==> config.mk <==
export PLATFORM = sky130hd
export DESIGN_NAME = bpf_insn_stream_verifier_core
export DESIGN_NICKNAME = d
export VERILOG_FILES = /design/src/design/bpfv_pkg.sv /design/src/design/bpfv_cfg.sv /design/src/design/bpfv_check.sv /design/src/design/bpf_insn_stream_verifier_core.sv
export SDC_FILE = /design/constraint.sdc
export NUM_CORES = 1
export LEC_CHECK = 0
export BUFFER_PORTS_ARGS = -buffer_cell sky130_fd_sc_hd__buf_4
export CAP_MARGIN = 10
export CORE_UTILIZATION = 40
export CTS_CLUSTER_SIZE = 10
export DETAILED_ROUTE_END_ITERATION = 16
export GPL_TIMING_DRIVEN = 0
export MAX_ROUTING_LAYER = met4
export PLACE_DENSITY = 0.72
export SYNTH_ARGS = -nofsm -noshare
export SYNTH_HDL_FRONTEND = slang
export SYNTH_SLANG_ARGS = --single-unit
==> constraint.sdc <==
create_clock -name clk -period 6.9 [get_ports clk]
set_input_delay 1.38 -clock clk [delete_from_list [all_inputs] [get_ports clk]]
set_output_delay 1.38 -clock clk [all_outputs]
set_load 0.01 [all_outputs]
==> src/design/bpfv_pkg.sv <==
// ----------------------------------------------------------------------------
// bpfv_pkg: shared types and constants of the BPF instruction stream verifier
// Holds the instruction and verdict layouts, the register type codes, the
// instruction class codes, the error codes and the start-of-program pattern.
// ----------------------------------------------------------------------------
package bpfv_pkg;

    // Size of the checked register file and the longest program.
    localparam int NUM_REGISTERS = 11;
    localparam int MAX_PROGRAM   = 65536;

    localparam int REG_IDX_W = (NUM_REGISTERS > 1) ? $clog2(NUM_REGISTERS) : 1;
    localparam int CNT_W     = 17;
    localparam int TYPE_W    = 3;

    // Configuration register byte addresses.
    localparam int          ADDR_W              = 3;
    localparam logic [2:0]  ADDR_PROGRAM_LENGTH = 3'd0;

    // Register type codes.
    localparam logic [TYPE_W-1:0] TY_UNINIT = 3'd0;
    localparam logic [TYPE_W-1:0] TY_SCALAR = 3'd1;
    localparam logic [TYPE_W-1:0] TY_CTX    = 3'd2;
    localparam logic [TYPE_W-1:0] TY_STACK  = 3'd4;

    // Instruction classes (low three opcode bits).
    localparam logic [2:0] CLS_LD    = 3'd0;
    localparam logic [2:0] CLS_LDX   = 3'd1;
    localparam logic [2:0] CLS_ST    = 3'd2;
    localparam logic [2:0] CLS_STX   = 3'd3;
    localparam logic [2:0] CLS_JMP   = 3'd5;
    localparam logic [2:0] CLS_ALU64 = 3'd7;

    localparam logic [7:0] OPC_EXIT   = 8'h95;
    localparam int         OPC_SRC_BIT = 3;

    typedef enum logic [2:0] {
        ERR_NONE       = 3'd0,
        ERR_BAD_REG    = 3'd1,
        ERR_UNINIT     = 3'd2,
        ERR_JUMP_RANGE = 3'd3,
        ERR_CTX_WRITE  = 3'd4,
        ERR_R0_TYPE    = 3'd5,
        ERR_NO_EXIT    = 3'd6
    } err_code_t;

    // One instruction; opcode sits in the lowest bits.
    typedef struct packed {
        logic [15:0] branch_offset;
        logic [3:0]  source_register;
        logic [3:0]  dest_register;
        logic [7:0]  opcode;
    } insn_t;

    // One verdict; accepted sits in the lowest bit.
    typedef struct packed {
        logic [CNT_W-1:0] processed_count;
        logic [CNT_W-1:0] failing_index;
        err_code_t        error_code;
        logic             accepted;
    } verdict_t;

    typedef logic [NUM_REGISTERS-1:0][TYPE_W-1:0] type_vec_t;

    // Register types at the start of a program; the top register is set last.
    function automatic type_vec_t init_types();
        type_vec_t t;
        for (int i = 0; i < NUM_REGISTERS; i++)
        begin
            t[i] = TY_UNINIT;
        end
        t[1]                 = TY_CTX;
        t[NUM_REGISTERS - 1] = TY_STACK;
        return t;
    endfunction

endpackage

==> src/design/bpfv_cfg.sv <==
// ----------------------------------------------------------------------------
// bpfv_cfg: configuration register file
// APB-style slave holding the program length register.
// ----------------------------------------------------------------------------
module bpfv_cfg
(
    input  logic                        clk,
    input  logic                        rst_n,
    input  logic                        psel,
    input  logic                        penable,
    input  logic                        pwrite,
    input  logic [bpfv_pkg::ADDR_W-1:0] paddr,
    input  logic [31:0]                 pwdata,
    output logic [31:0]                 prdata,
    output logic                        pready,
    output logic [bpfv_pkg::CNT_W-1:0]  program_length
);

    logic [bpfv_pkg::CNT_W-1:0] length_reg;
    logic                       wr_en;

    assign pready = 1'b1;
    assign wr_en  = psel && penable && pwrite && (paddr == bpfv_pkg::ADDR_PROGRAM_LENGTH);

    // Program length register, one instruction after reset.
    always_ff @(posedge clk or negedge rst_n)
    begin
        if (!rst_n)
        begin
            length_reg <= bpfv_pkg::CNT_W'(1);
        end
        else if (wr_en)
        begin
            length_reg <= pwdata[bpfv_pkg::CNT_W-1:0];
        end
    end

    // Read back.
    always_comb
    begin
        prdata = 32'd0;
        if (paddr == bpfv_pkg::ADDR_PROGRAM_LENGTH)
        begin
            prdata = 32'(length_reg);
        end
    end

    assign program_length = length_reg;

endmodule

==> src/design/bpfv_check.sv <==
// ----------------------------------------------------------------------------
// bpfv_check: per-instruction check and verifier state
// Holds the register types, the instruction counter and the verdict flag, and
// checks one registered instruction per cycle against them while fire is high.
// ----------------------------------------------------------------------------
module bpfv_check
(
    input  logic                       clk,
    input  logic                       rst_n,
    input  logic                       fire,
    input  logic                       start,
    input  bpfv_pkg::insn_t            insn,
    input  logic [bpfv_pkg::CNT_W-1:0] program_length,
    output logic                       emit,
    output bpfv_pkg::verdict_t         verdict
);

    localparam int                    CW      = bpfv_pkg::CNT_W;
    localparam logic [4:0]            NREG    = 5'(bpfv_pkg::NUM_REGISTERS);
    localparam logic [CW-1:0]         MAXPROG = CW'(bpfv_pkg::MAX_PROGRAM);

    bpfv_pkg::type_vec_t types_reg, types_next, types_eff;
    logic [CW-1:0]       counter_reg, counter_next, counter_eff;
    logic                verdict_reg, verdict_next;

    logic [CW-1:0]       len;
    logic [CW-1:0]       cnt_inc;
    logic [2:0]          cls;
    logic                bad_reg;
    logic                err_hit;
    logic [18:0]         target;
    logic [bpfv_pkg::REG_IDX_W-1:0] dst_idx, src_idx;

    // A start restarts the state before this item is checked.
    assign types_eff   = start ? bpfv_pkg::init_types() : types_reg;
    assign counter_eff = start ? '0 : counter_reg;

    assign len     = (program_length > MAXPROG) ? MAXPROG : program_length;
    assign cnt_inc = counter_eff + CW'(1);
    assign cls     = insn.opcode[2:0];
    assign bad_reg = ({1'b0, insn.dest_register} >= NREG) ||
                     ({1'b0, insn.source_register} >= NREG);
    assign dst_idx = insn.dest_register[bpfv_pkg::REG_IDX_W-1:0];
    assign src_idx = insn.source_register[bpfv_pkg::REG_IDX_W-1:0];

    // Jump target relative to the next instruction, signed 19 bits.
    assign target = {2'b00, counter_eff} + 19'd1 +
                    {{3{insn.branch_offset[15]}}, insn.branch_offset};

    // Check logic.
    always_comb
    begin
        types_next    = types_eff;
        counter_next  = counter_eff;
        verdict_next  = start ? 1'b0 : verdict_reg;
        emit          = 1'b0;
        err_hit       = 1'b0;
        verdict       = '0;
        verdict.error_code    = bpfv_pkg::ERR_NONE;
        verdict.failing_index = counter_eff;

        if (!verdict_next)
        begin
            if (counter_eff >= len)
            begin
                emit               = 1'b1;
                verdict.error_code = bpfv_pkg::ERR_NO_EXIT;
            end
            else if (bad_reg)
            begin
                emit               = 1'b1;
                verdict.error_code = bpfv_pkg::ERR_BAD_REG;
            end
            else
            begin
                case (cls)
                    bpfv_pkg::CLS_ALU64:
                    begin
                        if (insn.opcode[bpfv_pkg::OPC_SRC_BIT] &&
                            (types_eff[src_idx] == bpfv_pkg::TY_UNINIT))
                        begin
                            err_hit            = 1'b1;
                            verdict.error_code = bpfv_pkg::ERR_UNINIT;
                        end
                        else
                        begin
                            types_next[dst_idx] = bpfv_pkg::TY_SCALAR;
                        end
                    end
                    bpfv_pkg::CLS_JMP:
                    begin
                        if ((insn.opcode != bpfv_pkg::OPC_EXIT) &&
                            (target[18] || (target[17:0] >= {1'b0, len})))
                        begin
                            err_hit            = 1'b1;
                            verdict.error_code = bpfv_pkg::ERR_JUMP_RANGE;
                        end
                    end
                    bpfv_pkg::CLS_LD, bpfv_pkg::CLS_LDX:
                    begin
                        types_next[dst_idx] = bpfv_pkg::TY_SCALAR;
                    end
                    bpfv_pkg::CLS_ST, bpfv_pkg::CLS_STX:
                    begin
                        if (types_eff[dst_idx] == bpfv_pkg::TY_CTX)
                        begin
                            err_hit            = 1'b1;
                            verdict.error_code = bpfv_pkg::ERR_CTX_WRITE;
                        end
                    end
                    default:
                    begin
                    end
                endcase

                if (err_hit)
                begin
                    // A failed check leaves the register types untouched.
                    emit       = 1'b1;
                    types_next = types_eff;
                end
                else if (insn.opcode == bpfv_pkg::OPC_EXIT)
                begin
                    emit = 1'b1;
                    if (types_next[0] != bpfv_pkg::TY_SCALAR)
                    begin
                        verdict.error_code = bpfv_pkg::ERR_R0_TYPE;
                    end
                    else
                    begin
                        verdict.accepted        = 1'b1;
                        verdict.processed_count = cnt_inc;
                    end
                end
                else
                begin
                    // Step the counter; running off the end means no exit.
                    counter_next = cnt_inc;
                    if (cnt_inc >= len)
                    begin
                        emit                  = 1'b1;
                        verdict.error_code    = bpfv_pkg::ERR_NO_EXIT;
                        verdict.failing_index = cnt_inc;
                    end
                end
            end
            if (emit)
            begin
                verdict_next = 1'b1;
            end
        end
    end

    // State registers, idle until the first start.
    always_ff @(posedge clk or negedge rst_n)
    begin
        if (!rst_n)
        begin
            types_reg   <= bpfv_pkg::init_types();
            counter_reg <= '0;
            verdict_reg <= 1'b1;
        end
        else if (fire)
        begin
            types_reg   <= types_next;
            counter_reg <= counter_next;
            verdict_reg <= verdict_next;
        end
    end

`ifndef ASSERT_OFF
    // A verdict closes the program until the next start.
    assert property (@(posedge clk) disable iff (!rst_n) fire && emit |=> verdict_reg)
        else $error("verdict flag not set after a verdict");

    // While closed, items without a start leave the state alone.
    assert property (@(posedge clk) disable iff (!rst_n)
        fire && verdict_reg && !start |=> $stable(counter_reg) && $stable(types_reg))
        else $error("state changed while no program is open");
`endif

endmodule

==> src/design/bpf_insn_stream_verifier_core.sv <==
// ----------------------------------------------------------------------------
// bpf_insn_stream_verifier_core: streaming BPF instruction verifier
// Input register, combinational check stage and output register holding the
// verdict of the program, plus the APB program length register.
// ----------------------------------------------------------------------------
// Path: input register, check stage, result register; a verdict is offered
// on m_axis from the result register. Throughput: one instruction per cycle
// while the result register can take a verdict; the check is one table read
// and compare on the register type state, updated by each checked instruction.
// Reset: rst_n clears the pipeline, loads the start register types, sets the
// program length to one and leaves the block idle until a start item.
module bpf_insn_stream_verifier_core
(
    input  logic                        clk,
    input  logic                        rst_n,
    // APB configuration port
    input  logic                        psel,
    input  logic                        penable,
    input  logic                        pwrite,
    input  logic [bpfv_pkg::ADDR_W-1:0] paddr,
    input  logic [31:0]                 pwdata,
    output logic [31:0]                 prdata,
    output logic                        pready,
    // Instruction stream
    input  logic                        s_axis_tvalid,
    output logic                        s_axis_tready,
    // [7:0] opcode, [11:8] dest_register, [15:12] source_register,
    // [31:16] branch_offset
    input  logic [31:0]                 s_axis_tdata,
    // [0] start_of_program
    input  logic                        s_axis_tuser,
    // Verdict stream
    output logic                        m_axis_tvalid,
    input  logic                        m_axis_tready,
    // [0] accepted, [3:1] error_code, [20:4] failing_index,
    // [37:21] processed_count, [39:38] zero
    output logic [39:0]                 m_axis_tdata
);

    logic [bpfv_pkg::CNT_W-1:0] program_length;

    logic               in_valid_reg;
    bpfv_pkg::insn_t    in_insn_reg;
    logic               in_start_reg;
    logic               advance;

    logic               chk_emit;
    bpfv_pkg::verdict_t chk_verdict;

    logic               out_valid_reg;
    bpfv_pkg::verdict_t out_data_reg;

    bpfv_cfg u_cfg
    (
        .clk            (clk),
        .rst_n          (rst_n),
        .psel           (psel),
        .penable        (penable),
        .pwrite         (pwrite),
        .paddr          (paddr),
        .pwdata         (pwdata),
        .prdata         (prdata),
        .pready         (pready),
        .program_length (program_length)
    );

    // A held instruction moves when the result register can take a verdict.
    assign advance       = in_valid_reg && (!out_valid_reg || m_axis_tready);
    assign s_axis_tready = !in_valid_reg || advance;

    // Input register.
    always_ff @(posedge clk or negedge rst_n)
    begin
        if (!rst_n)
        begin
            in_valid_reg <= 1'b0;
        end
        else if (s_axis_tready)
        begin
            in_valid_reg <= s_axis_tvalid;
        end
    end

    always_ff @(posedge clk)
    begin
        if (s_axis_tvalid && s_axis_tready)
        begin
            in_insn_reg  <= s_axis_tdata;
            in_start_reg <= s_axis_tuser;
        end
    end

    bpfv_check u_check
    (
        .clk            (clk),
        .rst_n          (rst_n),
        .fire           (advance),
        .start          (in_start_reg),
        .insn           (in_insn_reg),
        .program_length (program_length),
        .emit           (chk_emit),
        .verdict        (chk_verdict)
    );

    // Result register.
    always_ff @(posedge clk or negedge rst_n)
    begin
        if (!rst_n)
        begin
            out_valid_reg <= 1'b0;
        end
        else if (advance && chk_emit)
        begin
            out_valid_reg <= 1'b1;
        end
        else if (m_axis_tready)
        begin
            out_valid_reg <= 1'b0;
        end
    end

    always_ff @(posedge clk)
    begin
        if (advance && chk_emit)
        begin
            out_data_reg <= chk_verdict;
        end
    end

    assign m_axis_tvalid = out_valid_reg;
    assign m_axis_tdata  = {2'b00, out_data_reg};

`ifndef ASSERT_OFF
    // An acceptance carries no error code and counts up to the exit.
    assert property (@(posedge clk) disable iff (!rst_n)
        out_valid_reg && out_data_reg.accepted |->
            (out_data_reg.error_code == bpfv_pkg::ERR_NONE) &&
            (out_data_reg.processed_count == out_data_reg.failing_index + 17'd1))
        else $error("inconsistent acceptance verdict");

    // A rejection carries an error code and no processed count.
    assert property (@(posedge clk) disable iff (!rst_n)
        out_valid_reg && !out_data_reg.accepted |->
            (out_data_reg.error_code != bpfv_pkg::ERR_NONE) &&
            (out_data_reg.processed_count == '0))
        else $error("inconsistent rejection verdict");

    // A new verdict only comes from an instruction that left the check stage.
    assert property (@(posedge clk) disable iff (!rst_n)
        $rose(out_valid_reg) |-> $past(advance) && $past(chk_emit))
        else $error("verdict without a checked instruction");
`endif

endmodule

After elaboration in Yosys (flattened, before gate mapping)
Index checks and enable logic that the tools add are counted.
Cells by class
  bitwise gates (word level): 4
  reductions and logical operators: 24
  muxes and demuxes: 61
  equality and inequality tests: 9
  $lt $le $gt $ge: 9
  add/sub/neg operators: 3
Operators with widths (number)
  two-way mux 33 bit: 9
  two-way mux 17 bit: 11
  case mux 33 bit (2 select lines): 1
  two-way mux 21 bit: 2
  >= comparator 17 bit: 2
  binary-select mux 3 bit (select 4 bit): 2
  two-way mux 3 bit: 8
  bitwise AND 22 bit: 1
  two-way mux 1 bit: 22
  inverter 22 bit: 1
  two-way mux 20 bit: 1
  adder 19 bit: 1
  adder 17 x 1 -> 18 bit (second input constant): 1
  >= comparator 18 x 17 -> 1 bit: 1
  adder 17 x 1 -> 17 bit (second input constant): 1
  greater-than comparator 17 bit (second input constant): 1
  demux 3 bit (select 4 bit): 1
  OR 11 bit: 1
  less-than comparator 4 x 5 -> 1 bit (second input constant): 2
  == test 3 x 2 -> 1 bit (second input constant): 3
  logical AND 1 bit: 9
  zero test 3 bit: 3
  case mux 3 bit (3 select lines): 1
  == test 8 bit (second input constant): 1
  other kinds (15): 24
Word-level totals
  bits of input ports: 75
  register bits after elaboration: 141
  word-level logic and storage cells: 136

Longest topological paths before layout
Gate-level depths: netlist (run 1).
  depth in word-level cells: 18
  depth in mapped cells: 33
  gate-level depth less buffers: 25

Cells and area by module
From an unflattened synthesis (run 1), not the netlist that was laid out.
Unflattened totals
  cell total of the unflattened synthesis: 840
  area total of the unflattened synthesis: 8773.4 um2
By module, submodules not included
  bpfv_check: cells each 682, seq. area each 1280.0 um2, area an instance 5549.1 um2, instances 1
  bpf_insn_stream_verifier_core: cells each 84, seq. area each 2182.1 um2, area an instance 2259.7 um2, instances 1
  bpfv_cfg: cells each 74, seq. area each 426.7 um2, area an instance 964.7 um2, instances 1

Worst setup path after synthesis (run 1)
OpenSTA, ideal clock, no wires.
  path type: reg2reg
  start: register in_start_reg
  end: register out_data_reg, in the netlist m_axis_tdata[0] (enable)
  path slack: -0.778 ns
  data arrival time: 7.244 ns
  stages on the path, launching flop included: 33
  period minus slack after synthesis: 7.678 ns
  setup time: 0.433 ns
  cells stage by stage: edfxtp_1 > buf_6 > buf_8 > buf_6 > clkbuf_1 > clkbuf_1 > nand2b_1 > inv_1 > ha_1 > and4b_1 > and3_1 > and3_1 > clkbuf_1 > xor2_1 > ha_1 > and3_1 > a221oi_1 > o21a_1 > o21bai_1 > a211o_1 > a31oi_1 > o21ai_0 > xor2_1 > ha_1 > nand3_1 > nor2_1 > nand4_1 > o21ai_0 > a32oi_1 > nand4_2 > buf_6 > nor3b_1 > nor2_1
Between the ends
  elaborated cells on any way between the ends: 33
  those cells by class: add/sub: 3; order compare: 3; eq/ne: 1; mux: 21; reduce/logical: 5
RTL lines
  start, declared: RTL line bpf_insn_stream_verifier_core.sv:44  | logic in_start_reg;
  start signal, assigned: RTL line bpf_insn_stream_verifier_core.sv:89  | in_start_reg <= s_axis_tuser;
  two-way mux 17 bit: RTL line bpfv_check.sv:36  | assign counter_eff = start ? '0 : counter_reg;
  adder 17 x 1 -> 17 bit: RTL line bpfv_check.sv:39  | assign cnt_inc = counter_eff + CW'(1);
  named net u_check.cnt_inc[0]: RTL line bpfv_check.sv:27  | logic [CW-1:0] cnt_inc;
  >= comparator 17 bit: RTL line bpfv_check.sv:139  | if (cnt_inc >= len)
  two-way mux 1 bit: RTL line bpfv_check.sv:139
  two-way mux 1 bit: RTL line bpfv_check.sv:122  | else if (insn.opcode == bpfv_pkg::OPC_EXIT)
  two-way mux 1 bit: RTL line bpfv_check.sv:116  | if (err_hit)
  two-way mux 1 bit: RTL line bpfv_check.sv:69  | else if (bad_reg)
  two-way mux 1 bit: RTL line bpfv_check.sv:64  | if (counter_eff >= len)
  two-way mux 1 bit (2 in a row): RTL line bpfv_check.sv:62  | if (!verdict_next)
  logical AND 1 bit: RTL line bpf_insn_stream_verifier_core.sv:124  | if (advance && chk_emit)
  end signal, assigned: RTL line bpf_insn_stream_verifier_core.sv:126  | out_data_reg <= chk_verdict;
  end, declared: RTL line bpf_insn_stream_verifier_core.sv:51  | bpfv_pkg::verdict_t out_data_reg;
The timed path passes the listed nets, and every way through them passes these cells. The select of a mux whose other input is x is not followed.
A chain may end at the register's enable or synchronous reset.

Worst setup path in the final report (run 1)
  start: register in_start_reg
  end: register out_data_reg, in the netlist m_axis_tdata[31] (enable)
The elaborated chain is that of the path after synthesis.

==> results of run 1 <==
per-stage QoR:
stage / util [%] / total power (W) / cell area [um^2] / std cells
after CTS: 50.7 / 0.00283 / 10700 / 1257
after global routing: 51.1 / 0.00295 / 10800 / 1259
after detailed placement: 47.3 / 0.00184 / 10000 / 1220
after global placement: 47.2 / 0.00182 / 9970 / 1219
final: 51.1 / 0.00282 / 10800 / 1259
after floorplan: - / 0.00155 / 8760 / 828
logic make-up after synthesis:
logic type,share of synthesized area [%]
DFF,44.8
AOI/OAI and AO/OA,12.2
muxes,2.46
other,0.0865
xor gates and xnor gates,4.74
adders and majority gates,10.7
buffers and inverters,4.05
and+or+nand+nor,20.9
area by class of cell:
cell class / instances / share of cell area, %
well taps: 275 / 3.18
flip-flops and latches: 141 / 36.0
plain buffers: 46 / 2.70
repair buffers: 127 / 9.06
inverters: 12 / 0.417
clock inverters: 9 / 0.961
clock buffers: 23 / 4.72
multi-input cells: 626 / 43.0
routing by layer:
layer / track usage (%) / vias up / wire, um
met4: 8.93 / 0 / 661
met3: 3.76 / 40 / 1020
li1: - / 3320 / -
met1: 26.2 / 3272 / 9990
met5: - / - / 0
met2: 35.1 / 211 / 11100
final timing paths:
kind                       depth (start not counted)                      end                     from  slack, ps
max                                               30         m_axis_tdata[31]             in_start_reg        240
min                                                1  u_check.counter_reg[14]  u_check.counter_reg[14]        510
max reg2reg                                       30         m_axis_tdata[31]             in_start_reg        240
min reg2reg                                        1  u_check.counter_reg[14]  u_check.counter_reg[14]        510
max in group asynchronous                          1    u_check.types_reg[16]                    rst_n       5220
min in group asynchronous                          1             in_valid_reg                    rst_n       1100
where the power goes:
part,internal [W],leakage (nW),switching [W],total [W]
registers,0.00101,1.62,0.0000653,0.00108
logic,0.000333,2.92,0.000454,0.000786
clock network,0.000594,0.303,0.000362,0.000956
timing repair:
action | 4_1_cts | 5_1_grt
setup buffers | 8 | 2
cloned | 1 | 0
gates resized for setup | 15 | 9
pin swaps | 5 | 3
endpoints found under the setup margin | 77 | 75
synth_stat cells, drive strengths merged, types with 11 or more instances:
cell type | n | area [um^2]
clkbuf | 19 | 71.3
nor2b | 36 | 225
nor2 | 33 | 126
and2 | 27 | 169
nand2 | 66 | 248
xor2 | 17 | 149
mux2 | 19 | 214
ha | 73 | 913
a21oi | 29 | 145
a21o | 14 | 105
nand3 | 36 | 180
o21ai | 25 | 125
and3 | 30 | 188
edfxtp | 71 | 2130
nor4 | 17 | 113
inv | 11 | 41.3
xnor2 | 30 | 263
buf | 31 | 235
dfrtp | 66 | 1650
nor3 | 13 | 65.1
nand2b | 12 | 75.1
cells in the final DEF, fill, tap and decap left out, types with 7 or more instances in the layout:
master     instances
a22o_1             9
nor2_1            31
edfxtp_1          71
and2_1            24
a21oi_1           29
nand3_1           36
a31oi_1            7
nand4_1            7
mux2_2            19
nor4b_1            7
o21a_1             7
nor3_1            13
nand2b_1          11
xor2_1            15
nand2_1           66
buf_2              8
a21o_1            14
clkbuf_1          17
buf_4            143
inv_1             11
conb_1            18
a211oi_1           9
and3_1            28
xnor2_1           30
ha_1              71
dfrtp_1           66
nor4_1            16
clkbuf_16         19
o21ai_0           23
nor2b_1           35
==> results_dict.tcl, run 1 <==
set metrics [dict create \
    die_area_um2 22300 \
    insertion_delay_ps 430 \
    grt_pass1_vias 6776 \
    syn_area_um2 8690 \
    antenna_found_initial 0 \
    hp-class "flip-flop to flip-flop" \
    postRouteWirelength_mm 22.8 \
    tightestPinTransition_ps 928 \
    n_fill_cell 1894 \
    setup_slack_ps 237 \
    drtAntennaViolNets 0 \
    drt_first_iter_violations 514 \
    core_um2 21200 \
    yosysWarningCount 0 \
    ys_types 82 \
    drive_gt1_share_pct 25.0 \
    seq_area_frac_synth_pct 44.8 \
    gp_congestion 0.901 \
    report.final.slew_viol_count 0 \
    htree_levels 4 \
    crit_fanout 28 \
    fp.dieW_um 149 \
    crit_type "flip-flop to flip-flop" \
    routedWlPerCell_um 18.1 \
    drc 0 \
    crit_required_ps 7030 \
    start_util_pct 41.1 \
    period_minus_slack_ps 6660 \
    async_flop_share_pct 49.6 \
    cap_viol_max_count 0 \
    vias 6843 \
    cts_root_buffer "clkbuf_16" \
    cts_tree "done" \
    max_slew_margin_pct 38.2 \
    crit_top_cell "buf_6" \
    synth_edf_count 71 \
    cp_top_family "compound AO/OA/AOI/OAI gates" \
    ys_ff_latch 141 \
    start_kind "flip-flop" \
    ctsHoldBuffers 0 \
    grt.total_usage_pct 21.5 \
    num_io_pins 150 \
    worstSetupEndpointType "flip-flop" \
    finalHoldViolCount 0 \
    netlist_instances 812 \
    finalCritPeriodShare_pct 96.6 \
    clock_skew_ps 9.70 \
    finalSetupViolCount 0 \
    cpMaxStageDelayCell "edfxtp_1" \
    clk_path_buf_depth 2 \
    area_growth_syn_to_layout_pct 24.4 \
    cts.clk_slew.worst_paths_ps 60 \
    cpPeakStageDelay_ps 370 \
    outcome "finished, final reports clean" \
    seqCellArea_um2 3890 \
    synth_flop_cell "edfxtp_1" \
    pre_cts_ws_ps -1800 \
    largest_reg_flops 38 \
    fmax_ghz 0.150 \
    leakagePower_nw 4.84 \
    fp.dieH_um 149 \
    cts_sinks 141 \
    fin_hold_ws_ps 509 \
    path_buf_inv 6 \
    grt-ovfl-total 0 \
    multi_input_area_um2 4640 \
    synth.avg_cell_area_um2 10.7 \
    rows 53 \
    portBuffers 116 \
    grt_pass1_wl_mm 35.4 \
    setup-tns-final_ps 0 \
    antennaDiodeCount 0 \
    dpl.hpwl_mm 16.8 \
    cts_inserted_buffers 17 \
    vias_per_cell 5.44 \
    worst-endpoint-arrival_ps 6790 \
    grt_max_degree 71 \
    firstDrtPassIters 7 \
    irDropWorstVdd_mv 0.170 \
    layout.nets 1120 \
    p_per_area_nw_per_um2 261 \
]
Note: power is estimated with default switching activity, not from simulation.
==> run 2, diff against run 1 <==
PLACE_DENSITY = 0.7   (was 0.72)
clock period = 7.5 ns   (was 6.9 ns; I/O delays follow)
==> run 2 against run 1 <==
- wire length is essentially flat
- critical path depth is the same
- largest cell class unchanged
- clock-buffer cell count shrank 1
- clock power shrank 18%
- via count grew 0.41%
- largest power group unchanged
- core utilization shrank 0.84 points
- final area shrank 1.6%
- sequential share of layout area grew 0.60 points
- maximum frequency shrank 6.1%
==> results_dict.tcl, run 2 (synthesis results as in run 1) <==
set metrics [dict create \
    worstSetupEndpointType "flip-flop" \
    num_io_pins 150 \
    start_util_pct 41.1 \
    p_switching_w 0.000806 \
    power_switching_share_pct 32.3 \
    outcome "finished, final reports clean" \
    htree_levels 4 \
    vias 6871 \
    seqCellArea_um2 3890 \
    share_comb_of_total_power_pct 29.0 \
    antennaDiodeCount 0 \
    grt_max_degree 71 \
    report.final.slew_viol_count 0 \
    portBuffers 116 \
    cts_sinks 141 \
    crit_type "flip-flop to flip-flop" \
    gp_congestion 0.911 \
    post-place-cells 1221 \
    hp-class "flip-flop to flip-flop" \
    highest_layer "met4" \
    n_fill_cell 1966 \
    multi_input_area_um2 4570 \
    clkPwrFrac_pct 31.4 \
    grt.total_usage_pct 21.7 \
    power.internal_w 0.00169 \
    fp.dieW_um 149 \
    cts.clk_slew.worst_paths_ps 60 \
    drtAntennaViolNets 0 \
    ctsHoldBuffers 0 \
    seqPwrFrac_pct 39.6 \
    cts_inserted_buffers 17 \
    r2r_slack_ps 410 \
    start_kind "flip-flop" \
    grt_pass1_wl_mm 35.6 \
    worst-endpoint-arrival_ps 7270 \
    tightestPinTransition_ps 939 \
    grt-ovfl-total 0 \
    dr_wl_met2_mm 11.3 \
    clock_skew_ps 12.8 \
    leakagePower_nw 4.77 \
    grt_pass1_vias 6769 \
    largest_reg_flops 38 \
    met3_length_mm 1.14 \
    crit_required_ps 7670 \
    drive_gt1_share_pct 24.0 \
    finalCritPeriodShare_pct 94.6 \
    core_um2 21200 \
    dpl.hpwl_mm 17.2 \
    cpPeakStageDelay_ps 380 \
    layout.nets 1112 \
    period_minus_slack_ps 7090 \
    cpMaxStageDelayCell "edfxtp_1" \
    rsz0062_at_grt "false" \
    rows 53 \
    insertion_delay_ps 430 \
    fmax_ghz 0.141 \
    finalPower_w 0.00249 \
    final_cell_mix "buf_4 (135), ha_1 (73), edfxtp_1 (71), nand2_1 (66), dfrtp_1 (66)" \
    clk_path_buf_depth 2 \
    cap_viol_max_count 0 \
    postRouteWirelength_mm 22.8 \
    area_growth_syn_to_layout_pct 22.3 \
    crit_fanout 28 \
    routedWlPerCell_um 18.2 \
    vias_per_cell 5.49 \
    irDropWorstVdd_mv 0.131 \
    finalSetupViolCount 0 \
    antenna_found_initial 0 \
    die_area_um2 22300 \
    firstDrtPassIters 5 \
    drt_first_iter_violations 456 \
    layout_commonest_cell "buf_4" \
    wirelength_met1_mm 9.83 \
    cts_root_buffer "clkbuf_16" \
    fin_cells 1251 \
    finalHoldViolCount 0 \
    fp.dieH_um 149 \
    p_per_area_nw_per_um2 235 \
    max_slew_margin_pct 37.4 \
    drc 0 \
    cts_tree "done" \
]
[run 2: timing repair]
item,4_1_cts,5_1_grt
endpoints found under the setup margin,77,66
hold endpoints to repair,0,0
buffers inserted,0,2
pin swaps,1,4
gates resized for setup,7,8
[run 2: layer usage]
metal	track usage, %	vias up
li1	-	3301
met1	26.8	3317
met2	35.6	217
met3	3.58	36
met4	7.60	0
met5	-	-
[run 2: final cells by class]
| type | count | share of cell area (%) |
|---|---|---|
| multi-input combinational | 625 | 43.0 |
| sequential | 141 | 36.6 |
| timing repair buffer | 120 | 8.90 |
| clock buffer | 22 | 4.47 |
| tap | 275 | 3.24 |
| buffer | 46 | 2.74 |
| clock inverter | 10 | 0.589 |
| inverter | 12 | 0.424 |
[run 2: metrics by stage]
step	setup TNS (ps)	setup WS (ps)	utilization (%)	hold slack (ps)	cell area (um^2)
2_1_floorplan	0	459	-	458	8750
3_3_place_gp	-101450	-1760	47.1	478	9960
3_5_place_dp	-87240	-1510	47.4	492	10000
4_1_cts	0	1.13	50.0	507	10600
5_1_grt	0	20.8	50.2	535	10600
6_report	0	406	50.2	506	10600
[run 2: path summary, 6_finish.rpt]
path,cells after the start,start,endpoint
max,30,in_start_reg,m_axis_tdata[30]
min,2,u_check.types_reg[9],u_check.types_reg[9]
max reg2reg,30,in_start_reg,m_axis_tdata[30]
min reg2reg,2,u_check.types_reg[9],u_check.types_reg[9]
max in group asynchronous,1,rst_n,u_cfg.program_length[9]
min in group asynchronous,1,rst_n,u_check.types_reg[24]
[run 2: worst max-delay path: cells and delay by family (launching register included)]
kind                       cells  cell delay (ps)
adders and majority gates      3              880
xor gates and xnor gates       2              380
and+or+nand+nor                8             1840
DFF                            1              380
AOI/OAI and AO/OA             11             2290
buffers and inverters          6             1020
[run 2: power groups by stage]
| stage | registers [W] | clock network [W] | logic, W |
|---|---|---|---|
| after floorplan | 0.00101 | 0 | 0.000413 |
| after global placement | 0.00101 | 0 | 0.000672 |
| after detailed placement | 0.00100 | 0 | 0.000701 |
| after CTS | 0.000990 | 0.000795 | 0.000710 |
| after global routing | 0.000999 | 0.000825 | 0.000795 |
| final | 0.000989 | 0.000783 | 0.000722 |
==> run 3, diff against run 2 <==
GPL_TIMING_DRIVEN = not set   (was 0)
==> run 3 against run 2 <==
- clock power rose by 3.6%
- final area fell by 2.8%
- clock skew fell by 0.85 ps
- critical path depth fell by 4
- power fell by 0.99%
- core utilization fell by 1.4 points
- hold slack got worse by 2.3 ps
- critical endpoint is now m_axis_tdata[21]
==> results_dict.tcl, run 3 (synthesis results as in run 1) <==
set metrics [dict create \
    outcome "finished, final reports clean" \
    grt_max_degree 71 \
    largest_reg_flops 38 \
    start_kind "flip-flop" \
    cts_sinks 141 \
    antennaDiodeCount 0 \
    final_cell_mix "buf_4 (129), ha_1 (73), edfxtp_1 (71), nand2_1 (66), dfrtp_1 (66)" \
    grt.total_usage_pct 20.5 \
    p_per_area_nw_per_um2 239 \
    clock_skew_ps 12.0 \
    cap_viol_max_count 0 \
    portBuffers 116 \
    vias_per_cell 5.49 \
    setup_slack_ps 494 \
    start_util_pct 41.1 \
    ctsHoldBuffers 0 \
    fin_cells 1215 \
    crit_required_ps 7600 \
    drive_gt1_share_pct 21.5 \
    min_to "u_check.types_reg[21]" \
    insertion_delay_ps 430 \
    drc 0 \
    hp-class "flip-flop to flip-flop" \
    cts_root_buffer "clkbuf_16" \
    fp.dieH_um 149 \
    die_area_um2 22300 \
    grt-ovfl-total 0 \
    firstDrtPassIters 5 \
    fp.dieW_um 149 \
    max_slew_margin_pct 25.2 \
    postRouteWirelength_mm 21.5 \
    cts_inserted_buffers 17 \
    fin_area_um2 10300 \
    rows 53 \
    drtAntennaViolNets 0 \
    grt_pass1_vias 6559 \
    placed_area_um2 9760 \
    layout.nets 1076 \
    crit_type "flip-flop to flip-flop" \
    report.final.slew_viol_count 0 \
    setup-tns-final_ps 0 \
    worstSetupEndpointType "flip-flop" \
    seqCellArea_um2 3890 \
    timing.rr.start "in_start_reg" \
    antenna_found_initial 0 \
    htree_levels 4 \
    post_cts_buffers 0 \
    clk_path_buf_depth 2 \
    period_minus_slack_ps 7010 \
    cts.clk_slew.worst_paths_ps 60 \
    fmax_ghz 0.143 \
    min_path_cells 2 \
    cts_resized 0 \
    drt_first_iter_violations 431 \
    layout_commonest_cell "buf_4" \
    routedWlPerCell_um 17.7 \
    vias 6673 \
    crit_fanout 19 \
    finalHoldViolCount 0 \
    num_io_pins 150 \
    finalSetupViolCount 0 \
    gp_congestion 0.926 \
    n_fill_cell 1941 \
    multi_input_area_um2 4520 \
    hold_path.startpoint "u_check.types_reg[21]" \
    core_um2 21200 \
    dpl.hpwl_mm 16.1 \
    reg2reg_to "m_axis_tdata[21]" \
    finalPower_w 0.00247 \
    grt_pass1_wl_mm 33.9 \
    r2r_slack_ps 490 \
    leakagePower_nw 4.63 \
    post-place-cells 1182 \
    finalCritPeriodShare_pct 93.4 \
    worst-endpoint-arrival_ps 7110 \
    cts_tree "done" \
    r2r_cells 26 \
    rsz0062_at_grt "false" \
    irDropWorstVdd_mv 0.138 \
    pre_cts_ws_ps 512 \
    area_growth_syn_to_layout_pct 18.8 \
    tightestPinTransition_ps 1120 \
]
==> run 3: worst max path at each step <==
stage | start | end | slack [ps]
2_1_floorplan | in_start_reg | m_axis_tdata[0] | 460
3_3_place_gp | in_start_reg | m_axis_tdata[22] | 670
3_5_place_dp | in_start_reg | m_axis_tdata[2] | 510
4_1_cts | in_start_reg | m_axis_tdata[22] | 470
5_1_grt | in_start_reg | m_axis_tdata[21] | 5
6_report | in_start_reg | m_axis_tdata[21] | 490
==> run 3: final cells by class <==
| cell class | instances | share of cell area [%] |
|---|---|---|
| clock buffers | 20 | 4.23 |
| multi-input cells | 626 | 43.8 |
| clock inverters | 12 | 1.16 |
| flip-flops and latches | 141 | 37.7 |
| well taps | 275 | 3.33 |
| inverters | 12 | 0.436 |
| repair buffers | 129 | 9.38 |
==> run 3: metrics by stage <==
| step | util, % | hold slack [ps] |
|---|---|---|
| final | 48.8 | 504 |
| after global routing | 48.8 | 510 |
| after CTS | 48.8 | 500 |
| after detailed placement | 46.1 | 487 |
| after global placement | 46.1 | 481 |
| after floorplan | - | 458 |
==> run 3: layer usage <==
| layer | part of all wire (%) | wire length (um) | global-route usage [%] |
|---|---|---|---|
| met5 | 0 | 0 | - |
| met4 | 2.2 | 464 | 7.60 |
| met3 | 5.4 | 1160 | 3.76 |
| met2 | 49 | 10600 | 33.8 |
| met1 | 43 | 9290 | 25.0 |
==> run 3: power breakdown <==
| group | switching [W] | internal (W) |
|---|---|---|
| registers | 0.0000662 | 0.000935 |
| clock network | 0.000324 | 0.000486 |
| logic | 0.000387 | 0.000272 |
==> run 3: critical path: stages, from the launching register on <==
cell and delay [ps]:
edfxtp_1 430, nand2b_1 260, inv_1 150, ha_1 230
and4b_1 270, and3_1 280, and3_1 310, xor2_1 270
ha_1 330, and3_1 190, a221oi_1 280, o21a_1 260
o21bai_1 110, a211o_1 300, a31oi_1 280, o21ai_0 160
xor2_1 160, ha_1 330, a211oi_1 210, o21ai_0 120
a221oi_1 280, o21ai_0 180, a32oi_1 380, nand4_2 160
nor3b_1 330, buf_4 210, nor2_2 200
